--- src/lcdnw_pkg.sv ---
`timescale 1ns / 1ps
`default_nettype none

package lcdnw_pkg;

  // timing, in microseconds
  localparam int unsigned STEP_HOLD_US   = 2000;
  localparam int unsigned CLEAR_EXTRA_US = 2000;
  localparam int unsigned HOLD_W         = 12;
  localparam int unsigned HOLD_MAX       = (1 << HOLD_W) - 1;

  function automatic logic [HOLD_W-1:0] sat_hold(input int unsigned us);
    return (us > HOLD_MAX) ? HOLD_W'(HOLD_MAX) : HOLD_W'(us);
  endfunction

  localparam logic [HOLD_W-1:0] HOLD_STEP  = sat_hold(STEP_HOLD_US);
  localparam logic [HOLD_W-1:0] HOLD_CLEAR = sat_hold(STEP_HOLD_US + CLEAR_EXTRA_US);

  // decimal conversion
  localparam int unsigned MAX_DIGITS = 10;
  localparam int unsigned NUM_W      = 32;
  localparam int unsigned DIG_W      = 4;
  localparam int unsigned DIG_IDX_W  = $clog2(MAX_DIGITS);
  localparam int unsigned DIG_CNT_W  = $clog2(MAX_DIGITS + 1);
  // floor(v / 10) = (v * RECIP_10) >> RECIP_SHIFT for every 32-bit v
  localparam logic [NUM_W-1:0] RECIP_10    = 32'hCCCC_CCCD;
  localparam int unsigned      RECIP_SHIFT = 35;
  localparam logic [7:0] ASCII_ZERO  = 8'd48;

  // LCD command bytes
  localparam logic [7:0] SET_DDRAM = 8'h80;
  localparam logic [7:0] CLEAR_CMD = 8'h01;
  localparam int unsigned INIT_LEN = 6;

  typedef enum logic [1:0] {
    REQ_BYTE   = 2'd0,
    REQ_INIT   = 2'd1,
    REQ_CURSOR = 2'd2,
    REQ_NUMBER = 2'd3
  } req_t;

  function automatic logic [7:0] init_cmd(input logic [2:0] idx);
    logic [7:0] c;
    case (idx)
      3'd0:    c = 8'h33;
      3'd1:    c = 8'h32;
      3'd2:    c = 8'h28;
      3'd3:    c = 8'h0E;
      3'd4:    c = CLEAR_CMD;
      3'd5:    c = 8'h06;
      default: c = 8'h00;
    endcase
    return c;
  endfunction

  function automatic logic [7:0] row_base(input logic [1:0] r);
    logic [7:0] b;
    case (r)
      2'd0:    b = 8'h00;
      2'd1:    b = 8'h40;
      2'd2:    b = 8'h14;
      default: b = 8'h54;
    endcase
    return b;
  endfunction

  // one byte handed from the sequencer to the step generator
  typedef struct packed {
    logic       valid;
    logic       rs;
    logic [7:0] value;
    logic       long_hold;  // last step carries the clear delay
    logic       final_byte; // last byte of the request
  } byte_req_t;

  // divide-by-ten unit status
  typedef struct packed {
    logic             done;
    logic [NUM_W-1:0] quot;
    logic [DIG_W-1:0] rem;
  } div_res_t;

endpackage

`default_nettype wire

--- src/char_lcd_nibble_writer.sv ---
// Character LCD writer, 4-bit bus.
// Input stream (s_axis): one request per transfer; tuser carries the request
// kind and the command/data flag, tdata the byte, row, column and number.
// Output stream (m_axis): one pin step per transfer: E level, DB7..DB4,
// hold time in microseconds in tdata, RS in tuser, tlast on the final step.
// Each byte yields four steps; init yields 24 steps, a cursor request 4 (or
// none for rows above three), a number 4 per decimal digit.
// Byte, init and cursor requests pass the sequencer state register, then the
// step generator register, before their first step is offered; the step
// generator may first have to finish the previous byte. Numbers first pass
// the divide-by-ten unit, one digit after another. Each step then stays
// valid until the receiver takes it, so the output rate is one step per
// cycle at most, set by m_axis_tready.
// s_axis_tready is high only while the sequencer is idle; the next request
// can be taken once the last byte of the previous one has been handed to the
// step generator, so it can overlap the draining of that byte's steps.
// A stalled receiver freezes the step generator and, through it, the
// sequencer. Reset (rst, synchronous) drops all pending work: no step is
// valid and the block is ready the cycle after reset.
`timescale 1ns / 1ps
`default_nettype none

module char_lcd_nibble_writer (
  input  wire logic        clk,
  input  wire logic        rst,
  input  wire logic        s_axis_tvalid,
  output logic             s_axis_tready,
  input  wire logic [55:0] s_axis_tdata,  // byte_value[7:0], row[10:8], column[16:11],
                                          // number[48:17], zero pad
  input  wire logic [2:0]  s_axis_tuser,  // req_type[1:0], is_data[2]
  output logic             m_axis_tvalid,
  input  wire logic        m_axis_tready,
  output logic [23:0]      m_axis_tdata,  // enable[0], nibble[4:1], hold_us[16:5], zero pad
  output logic             m_axis_tuser,  // register_select
  output logic             m_axis_tlast
);
  import lcdnw_pkg::*;

  typedef enum logic [2:0] {
    ST_IDLE = 3'b001,
    ST_CONV = 3'b010,  // digit extraction
    ST_SEND = 3'b100   // feeding bytes to the step generator
  } state_t;

  state_t state;
  req_t   kind;
  logic [7:0]           byte_reg;
  logic                 rs_reg;
  logic [DIG_IDX_W-1:0] ptr;
  logic [DIG_CNT_W-1:0] dcnt;
  logic [DIG_W-1:0]     digits [MAX_DIGITS];

  // request fields
  req_t             in_type;
  logic             in_is_data;
  logic [7:0]       in_byte;
  logic [2:0]       in_row;
  logic [5:0]       in_col;
  logic [NUM_W-1:0] in_number;
  logic             accept;
  logic [7:0]       cursor_addr;

  // divider
  logic             div_start;
  logic [NUM_W-1:0] div_dividend;
  div_res_t         div_res;

  // byte hand-off
  byte_req_t        breq;
  logic             breq_ready;
  logic [7:0]       init_byte;
  logic             room;
  logic [DIG_CNT_W-1:0] cnt_new;

  assign in_type    = req_t'(s_axis_tuser[1:0]);
  assign in_is_data = s_axis_tuser[2];
  assign in_byte    = s_axis_tdata[7:0];
  assign in_row     = s_axis_tdata[10:8];
  assign in_col     = s_axis_tdata[16:11];
  assign in_number  = s_axis_tdata[48:17];

  assign s_axis_tready = (state == ST_IDLE);
  assign accept        = s_axis_tvalid && s_axis_tready;
  assign cursor_addr   = SET_DDRAM + row_base(in_row[1:0]) + {2'b00, in_col};

  // the divider restarts on its own quotient until that reaches zero
  assign div_start    = (accept && in_type == REQ_NUMBER) ||
                        (state == ST_CONV && div_res.done && div_res.quot != '0);
  assign div_dividend = (state == ST_IDLE) ? in_number : div_res.quot;

  // digit buffer never overflows for 32-bit values; guard kept anyway
  assign room    = (dcnt < DIG_CNT_W'(MAX_DIGITS));
  assign cnt_new = dcnt + DIG_CNT_W'(room);

  assign init_byte = init_cmd(ptr[2:0]);

  always_comb begin
    breq       = '0;
    breq.valid = (state == ST_SEND);
    unique case (kind)
      REQ_INIT: begin
        breq.rs         = 1'b0;
        breq.value      = init_byte;
        breq.long_hold  = (init_byte == CLEAR_CMD);
        breq.final_byte = (ptr == DIG_IDX_W'(INIT_LEN - 1));
      end
      REQ_NUMBER: begin
        breq.rs         = 1'b1;
        breq.value      = ASCII_ZERO + {4'd0, digits[ptr]};
        breq.final_byte = (ptr == '0);
      end
      default: begin
        breq.rs         = rs_reg;
        breq.value      = byte_reg;
        breq.final_byte = 1'b1;
      end
    endcase
  end

  always_ff @(posedge clk) begin
    if (rst) begin
      state <= ST_IDLE;
    end else begin
      unique case (state)
        ST_IDLE: begin
          if (accept) begin
            kind <= in_type;
            unique case (in_type)
              REQ_BYTE: begin
                byte_reg <= in_byte;
                rs_reg   <= in_is_data;
                state    <= ST_SEND;
              end
              REQ_INIT: begin
                ptr   <= '0;
                state <= ST_SEND;
              end
              REQ_CURSOR: begin
                // rows above three produce nothing
                if (!in_row[2]) begin
                  byte_reg <= cursor_addr;
                  rs_reg   <= 1'b0;
                  state    <= ST_SEND;
                end
              end
              default: begin
                dcnt  <= '0;
                state <= ST_CONV;
              end
            endcase
          end
        end
        ST_CONV: begin
          if (div_res.done) begin
            if (room) digits[dcnt[DIG_IDX_W-1:0]] <= div_res.rem;
            dcnt <= cnt_new;
            if (div_res.quot == '0) begin
              ptr   <= DIG_IDX_W'(cnt_new - 1'b1);
              state <= ST_SEND;
            end
          end
        end
        ST_SEND: begin
          if (breq_ready) begin
            if (breq.final_byte) begin
              state <= ST_IDLE;
            end else if (kind == REQ_INIT) begin
              ptr <= ptr + 1'b1;
            end else begin
              ptr <= ptr - 1'b1;
            end
          end
        end
        default: state <= ST_IDLE;
      endcase
    end
  end

  lcdnw_div10 u_div (
    .clk      (clk),
    .rst      (rst),
    .start    (div_start),
    .dividend (div_dividend),
    .res      (div_res)
  );

  lcdnw_stepper u_step (
    .clk           (clk),
    .rst           (rst),
    .breq          (breq),
    .breq_ready    (breq_ready),
    .m_axis_tvalid (m_axis_tvalid),
    .m_axis_tready (m_axis_tready),
    .m_axis_tdata  (m_axis_tdata),
    .m_axis_tuser  (m_axis_tuser),
    .m_axis_tlast  (m_axis_tlast)
  );

endmodule

`default_nettype wire

--- src/lcdnw_div10.sv ---
`timescale 1ns / 1ps
`default_nettype none

// Divide by ten through a reciprocal multiply; result valid the cycle after start.
module lcdnw_div10 (
  input  wire logic                        clk,
  input  wire logic                        rst,
  input  wire logic                        start,
  input  wire logic [lcdnw_pkg::NUM_W-1:0] dividend,
  output lcdnw_pkg::div_res_t              res
);
  import lcdnw_pkg::*;

  logic                 done;
  logic [NUM_W-1:0]     quot;
  logic [DIG_W-1:0]     num_lo;  // remainder < 10, so the low bits suffice
  logic [2*NUM_W-1:0]   prod;
  logic [DIG_W-1:0]     q10_lo;

  assign prod   = (2*NUM_W)'(dividend) * (2*NUM_W)'(RECIP_10);
  // low bits of quot * 10 = (quot << 3) + (quot << 1)
  assign q10_lo = {quot[0], 3'b000} + {quot[2:0], 1'b0};

  always_ff @(posedge clk) begin
    if (rst) begin
      done <= 1'b0;
    end else begin
      done <= start;
    end
    if (start) begin
      quot   <= NUM_W'(prod[2*NUM_W-1:RECIP_SHIFT]);
      num_lo <= dividend[DIG_W-1:0];
    end
  end

  assign res.done = done;
  assign res.quot = quot;
  assign res.rem  = num_lo - q10_lo;

endmodule

`default_nettype wire

--- src/lcdnw_stepper.sv ---
`timescale 1ns / 1ps
`default_nettype none

// Expands one byte into four pin steps and holds each until taken.
module lcdnw_stepper (
  input  wire logic                clk,
  input  wire logic                rst,
  input  wire lcdnw_pkg::byte_req_t breq,
  output logic                     breq_ready,
  output logic                     m_axis_tvalid,
  input  wire logic                m_axis_tready,
  output logic [23:0]              m_axis_tdata,  // enable, nibble[3:0], hold_us[11:0], zero pad
  output logic                     m_axis_tuser,  // register_select
  output logic                     m_axis_tlast
);
  import lcdnw_pkg::*;

  logic      busy;
  logic [1:0] phase;  // 0: hi E=1, 1: hi E=0, 2: lo E=1, 3: lo E=0
  byte_req_t cur;
  logic      take;
  logic      end_byte;
  logic [3:0]        nib;
  logic [HOLD_W-1:0] hold;
  logic              en;

  assign end_byte   = m_axis_tready && (phase == 2'd3);
  assign breq_ready = !busy || end_byte;
  assign take       = breq.valid && breq_ready;

  always_ff @(posedge clk) begin
    if (rst) begin
      busy  <= 1'b0;
      phase <= '0;
    end else begin
      if (take) begin
        busy  <= 1'b1;
        phase <= '0;
        cur   <= breq;
      end else if (busy && m_axis_tready) begin
        phase <= phase + 1'b1;
        if (phase == 2'd3) busy <= 1'b0;
      end
    end
  end

  always_comb begin
    en   = !phase[0];
    nib  = phase[1] ? cur.value[3:0] : cur.value[7:4];
    hold = (phase == 2'd3 && cur.long_hold) ? HOLD_CLEAR : HOLD_STEP;
  end

  assign m_axis_tvalid = busy;
  assign m_axis_tdata  = {7'd0, hold, nib, en};
  assign m_axis_tuser  = cur.rs;
  assign m_axis_tlast  = cur.final_byte && (phase == 2'd3);

endmodule

`default_nettype wire

--- config.mk ---
export PLATFORM = sky130hd
export DESIGN_NAME = char_lcd_nibble_writer
export DESIGN_NICKNAME = d
export VERILOG_FILES = /design/src/lcdnw_pkg.sv /design/src/char_lcd_nibble_writer.sv /design/src/lcdnw_div10.sv /design/src/lcdnw_stepper.sv
export SDC_FILE = /design/constraint.sdc
export NUM_CORES = 1
export LEC_CHECK = 0
export ABC_AREA = 1
export BUFFER_PORTS_ARGS = -buffer_cell sky130_fd_sc_hd__buf_4
export CORE_MARGIN = 5
export CORE_UTILIZATION = 55
export DETAILED_ROUTE_END_ITERATION = 7
export PLACE_DENSITY = 0.72
export SYNTH_ARGS = -nofsm -noshare
export SYNTH_HDL_FRONTEND = slang
export SYNTH_HIERARCHICAL = 1
export SYNTH_SLANG_ARGS = --single-unit
--- constraint.sdc ---
create_clock -name clk -period 8.07 [get_ports clk]
set_input_delay 1.2105 -clock clk [delete_from_list [all_inputs] [get_ports clk]]
set_output_delay 1.2105 -clock clk [all_outputs]
set_load 0.005 [all_outputs]
==> run_results.csv, run 1 <==
group,metric,value,unit
outcome,run_status,"complete, no violations",
floorplan,floorplan.io_pins,91,
synth,synth_edf_count,103,
worst_setup_path,cp.buffers_inverters,4,
synth,yosys-top-cells-area,"sky130_fd_sc_hd__fa_1 (32%), sky130_fd_sc_hd__ha_1 (18%), sky130_fd_sc_hd__edfxtp_1 (13%)",
final_layout,antenna_diodes,0,
clock_network,clock_tree.htree_level_count,4,
final_layout,area.growth.synth_to_final,10.1,%
clock_network,clock_sinks,114,
detailed_routing,route.final.wire_length,75300,microns
timing,layout_worst_path_cycle_share,95.2,%
placement,portBuffers,68,
timing,finalMaxSlewViolations,0,
detailed_routing,drcViolationCount,0,
placement,hpwl,67900,microns
clock_network,cts-root-to-sink-buffers,2,
worst_setup_path,crit_arrival,7870,ps
worst_setup_path,critPathCaptureType,"register",
global_routing,first_global_vias,20500,
floorplan,die_height,221,microns
global_routing,track_usage,31.2,%
synth,synth_area_per_cell,8.31,sq um
clock_network,clk_pin_slew_worst_paths,60,ps
worst_setup_path,crit_required,8260,ps
synth,asyncSetResetFlopFracSynth,0,%
worst_setup_path,path_cells,"nand3_4, inv_4, buf_4, nand2_1, nand2_1, ha_1, inv_1, fa_1, inv_1, fa_1, fa_1, fa_1, fa_1, fa_1, ha_1, ha_1, a21oi_1, o21ai_0, a21oi_1, nand2_1, a21oi_1, nand2_1, nand2_1, nand2_1",
synth,yosysSeqAreaShare,13.5,%
detailed_routing,wl_per_cell,20.3,microns
synth,yosys_register_bits,114,
floorplan,rows,77,
job,timing.max_cap.violations,0,
worst_setup_path,worst_setup_path_start_kind,"register",
synth,synth.top_cell.area_share,31.7,%
clock_network,postCtsSetupBuffers,0,
timing,timing.final.setup_violations,0,
detailed_routing,via_per_inst,5.25,
placement,gp_congestion,1.06,
floorplan,dieArea,0.0488,sq mm
final_layout,nets,3921,
global_routing,global_route_wire_length_before_repair,117000,microns
floorplan,core_region_area,0.0441,sq mm
synth,post-synth-top-area-cell,"sky130_fd_sc_hd__fa_1",
detailed_routing,detailroute.via_count,19500,
synth,yosysUniqueCellTypes,40,
timing,relSlewSlack,19.1,%
global_routing,globalRoute.totalOverflow,0,
timing,report.final.hold_viol_count,0,
synth,synthesis.instances,2943,
global_routing,grt_antenna_before_repair,0,
floorplan,fp.dieW,221,microns
timing,worstMarginPinSlew,1200,ps
clock_network,clock_latency_of_the_later_clocked_register_in_the_worst_skew_pair,430,ps
hold_path,holdCritPathClass,"register to register",
detailed_routing,initial_detailed_routing_violation_count,1715,
worst_setup_path,path_max_fanout,27,
synth,most_used_flip_flop_cell_after_synthesis,"sky130_fd_sc_hd__edfxtp_1",
synth,syn_std_cell_area,0.0245,sq mm
timing,timing.fmax,130,MHz
global_routing,grt_max_degree,35,
worst_setup_path,critPathTopFamily,"adder cells",
timing,rsz0062_at_grt,"false",
clock_network,cts_made_buffers,17,
worst_setup_path,timing.setup.critical_path_class,"register to register",
final_layout,drive_above_1_share,8.70,%
detailed_routing,detail-route-antenna-nets,0,
final_layout,largest_register_ff_count,40,
timing,min_period,7690,ps
floorplan,initial_utilization,55.5,%
timing,clock-skew-final,10.6,ps
worst_setup_path,crit_path_max_incr_delay,610,ps
detailed_routing,first_pass_iters,6,
timing,setup-tns-final,0,ps
synth,yosys_warnings,6,
worst_setup_path,crit_slowest_cell,"sky130_fd_sc_hd__fa_1",
clock_network,clk_root_buf,"sky130_fd_sc_hd__clkbuf_16",
clock_network,tritoncts,"yes",
==> per-layer routing <==
metal	wire, microns	up-vias	global-route usage, %
met2	33900	744	50.0
met1	32600	9421	43.2
met4	3560	0	12.0
met5	0	-	0
met3	5330	152	4.85
li1	-	9190	-
==> cell usage after synthesis (all sizes together) (2+ instances only) <==
library cell,n
conb,3
or2,4
o211ai,4
buf,32
o22ai,11
xnor2,17
nand3,76
fa,387
nor4,5
nor3,21
a21o,6
inv,805
o21bai,17
a21oi,88
clkbuf,9
xor2,41
clkinv,2
edfxtp,103
nor2,204
dfxtp,11
ha,358
o21ai,83
and2,2
nand4,18
nand2,632
==> cell type report <==
type | count | area, sq um
clock inverters | 15 | 151
repair buffers | 177 | 1330
well taps | 592 | 741
multi-input cells | 1996 | 18000
clock buffers | 17 | 425
flip-flops and latches | 114 | 3310
fillers | 3958 | 17200
inverters | 807 | 3030
==> layout by cell type, fill, tap and decap left out, types with 18 or more instances in the layout <==
master                     synthesis  layout
sky130_fd_sc_hd__o21ai_0          78      78
sky130_fd_sc_hd__nand2_1         620     620
sky130_fd_sc_hd__ha_1            358     357
sky130_fd_sc_hd__nor2_1          191     191
sky130_fd_sc_hd__a21oi_1          88      88
sky130_fd_sc_hd__nand4_1          18      18
sky130_fd_sc_hd__buf_4            24     177
sky130_fd_sc_hd__conb_1            3      18
sky130_fd_sc_hd__inv_2            19      18
sky130_fd_sc_hd__nand3_1          73      73
sky130_fd_sc_hd__xor2_1           41      41
sky130_fd_sc_hd__edfxtp_1        103     103
sky130_fd_sc_hd__fa_1            387     387
sky130_fd_sc_hd__inv_1           786     786
==> what timing repair did <==
action / 4_1_cts / 5_1_grt
hold buffers: 0 / 0
gates resized for setup: 0 / 3
endpoints found under the setup margin: 0 / 10
==> per-stage QoR <==
step	instance area (sq um)	setup WS [ps]	std cells	hold slack (ps)	util, %
2_1_floorplan	24500	1170	2958	487	-
3_3_place_gp	26400	291	3686	528	59.7
3_5_place_dp	26400	248	3686	531	59.7
4_1_cts	26900	268	3718	545	61.0
5_1_grt	26900	32.1	3718	570	61.1
6_report	26900	384	3718	541	61.1
==> final timing paths <==
path / startpoint / end / slack (ps) / cells after the start
worst max register to register: state[0] / u_div/quot[23] / 380 / 24
worst max-delay path: state[0] / u_div/quot[23] / 380 / 24
worst min register to register: byte_reg[6] / u_step/cur[8] / 540 / 2
worst min-delay path: byte_reg[6] / u_step/cur[8] / 540 / 2
==> worst min-delay path: cells and delay by family, from the launching register on <==
kind          cells  cell delay [ps]
flops             1              320
buf+inv           1               40
simple gates      1               70
==> cell families after synthesis <==
group	count (synthesis)	synth area share, %
buf+inv	848	13.4
compound gates	212	4.70
flops	114	13.5
simple gates	963	16.3
xor+xnor	58	2.08
other cells	3	0.0460
fa+ha+maj	745	50.0
Power of run 1 is not shown: default switching activity piles up to over one toggle a cycle in this logic, so the estimate is an artifact.
==> run 2: changes to the inputs <==
CORE_UTILIZATION = 40   (was 55)
MAX_ROUTING_LAYER = met4   (was not set)
PLACE_DENSITY = 0.65   (was 0.72)
==> run 2 against run 1 <==
Compared with the run above: worst setup slack gained 50 ps; non-clock buffer count down 37; flip-flop and latch count did not move; die area rose by 36%; final cell count increased by 4.1%; wire length shrank 3.0%; global-route usage shrank 8.2 points; final area is 0.17% lower; clock skew rose by 5.9 ps; register-to-register slack improved by 50 ps.
==> run_results.csv, run 2 (synthesis results as in run 1) <==
group,metric,value,unit
clock_network,clk_root_buf,"sky130_fd_sc_hd__clkbuf_16",
global_routing,track_usage,23.1,%
global_routing,grt_max_degree,35,
timing,clock-skew-final,16.4,ps
final_layout,layout_common_cells,"sky130_fd_sc_hd__inv_1 (786), sky130_fd_sc_hd__nand2_1 (620), sky130_fd_sc_hd__fa_1 (387)",
floorplan,core_region_area,0.0605,sq mm
worst_setup_path,ff2ff_setup_slack,430,ps
detailed_routing,route.final.wire_length,73100,microns
final_layout,drive_above_1_share,7.48,%
timing,timing.final.setup_violations,0,
clock_network,cts_made_buffers,17,
clock_network,clock_sinks,114,
detailed_routing,wl_per_cell,18.9,microns
final_layout,largest_register_ff_count,40,
clock_network,clk_pin_slew_worst_paths,60,ps
worst_setup_path,worst_setup_path_start_kind,"register",
placement,gp_congestion,1.02,
worst_setup_path,crit_arrival,7820,ps
worst_setup_path,crit_path_max_incr_delay,560,ps
detailed_routing,drcViolationCount,0,
final_layout,antenna_diodes,0,
timing,layout_worst_path_cycle_share,94.6,%
hold_path,hold_start,"rs_reg",
worst_setup_path,timing.setup.critical_path_class,"register to register",
clock_network,postCtsSetupBuffers,0,
floorplan,initial_utilization,40.5,%
clock_network,cts-root-to-sink-buffers,2,
hold_path,holdCritPathClass,"register to register",
detailed_routing,detailroute.via_count,19000,
floorplan,rows,90,
worst_setup_path,crit_required,8250,ps
worst_setup_path,reg2reg_to,"u_div/quot[22]",
worst_setup_path,crit_slowest_cell,"sky130_fd_sc_hd__fa_1",
floorplan,fp.dieW,257,microns
timing,worstMarginPinSlew,968,ps
hold_path,whs_endpoint,"u_step/m_axis_tuser",
placement,portBuffers,68,
detailed_routing,via_per_inst,4.91,
detailed_routing,first_pass_iters,5,
worst_setup_path,launching_element_of_the_worst_setup_path,"state[2]",
global_routing,globalRoute.totalOverflow,0,
hold_path,holdPathStages,2,
clock_network,clock_tree.htree_level_count,4,
timing,report.final.hold_viol_count,0,
final_layout,layout.filler_cells,6031,
clock_network,ctsHoldBuffers,0,
detailed_routing,detail-route-antenna-nets,0,
timing,timing.fmax,131,MHz
final_layout,nets,3884,
floorplan,die_height,257,microns
clock_network,tritoncts,"yes",
final_layout,layout.cell_area.non_filler,0.0269,sq mm
timing,min_period,7640,ps
final_layout,area.growth.synth_to_final,9.92,%
global_routing,first_global_vias,19600,
placement,hpwl,66000,microns
outcome,run_status,"complete, no violations",
floorplan,floorplan.io_pins,91,
placement,placedInstanceArea,0.0263,sq mm
final_layout,most_common_library_cell_in_the_layout_ignoring_fill_and_taps,"sky130_fd_sc_hd__inv_1",
worst_setup_path,critPathCaptureType,"register",
timing,setup-tns-final,0,ps
worst_setup_path,r2r_start,"state[2]",
global_routing,global_route_wire_length_before_repair,113000,microns
timing,relSlewSlack,35.2,%
clock_network,clock_latency_of_the_later_clocked_register_in_the_worst_skew_pair,430,ps
worst_setup_path,path_max_fanout,34,
timing,rsz0062_at_grt,"false",
timing,finalMaxSlewViolations,0,
job,timing.max_cap.violations,0,
global_routing,grt_antenna_before_repair,0,
worst_setup_path,rr_worst_depth,30,
clock_network,post_cts_resize_count,0,
floorplan,dieArea,0.0662,sq mm
detailed_routing,initial_detailed_routing_violation_count,1588,
## run 2: how the worst max path moves through the flow
| stage | slack [ps] | to | cells after the start |
|---|---|---|---|
| global route | 100 | u_div/quot[23] | 27 |
| detailed placement | 250 | u_div/quot[23] | 26 |
| finish | 430 | u_div/quot[22] | 30 |
| global placement | 280 | u_div/quot[21] | 26 |
| CTS | 320 | u_div/quot[21] | 27 |
| floorplan | 1170 | u_div/quot[18] | 27 |
## run 2: final cells by class
| cell class | count | area (sq um) | area share, % |
|---|---|---|---|
| Tap cell | 782 | 978 | 3.64 |
| Multi-Input combinational cell | 1996 | 17900 | 66.7 |
| Sequential cell | 114 | 3310 | 12.3 |
| Clock buffer | 20 | 447 | 1.66 |
| Timing Repair Buffer | 140 | 1050 | 3.91 |
| Clock inverter | 12 | 133 | 0.493 |
| Inverter | 807 | 3030 | 11.3 |
## run 2: worst max-delay path, delay by kind of cell, from the launching register on
family | cells | cell delay, ps
AO/OA/AOI/OAI | 2 | 550
AND/OR/NAND/NOR | 10 | 1260
adder cells (fa/ha/maj) | 9 | 4180
flip-flops | 1 | 380
buffers and inverters | 9 | 960
## run 2: stage by stage
| step | std cells | setup WS [ps] | hold slack (ps) | utilization (%) |
|---|---|---|---|---|
| global route | 3871 | 102 | 558 | 44.5 |
| floorplan | 2958 | 1170 | 487 | - |
| global placement | 3839 | 276 | 502 | 43.5 |
| finish | 3871 | 434 | 513 | 44.5 |
| CTS | 3871 | 321 | 514 | 44.5 |
| detailed placement | 3839 | 247 | 501 | 43.5 |
## run 2: metal layers
layer  track usage, %  vias up  wire, microns
li1                 -     9132              -
met1             31.3     9160          32300
met2             36.1      589          32900
met3             2.68      119           4660
met4             8.08        0           3150
met5                -        -              0
Power of run 2 is left out for the same reason.
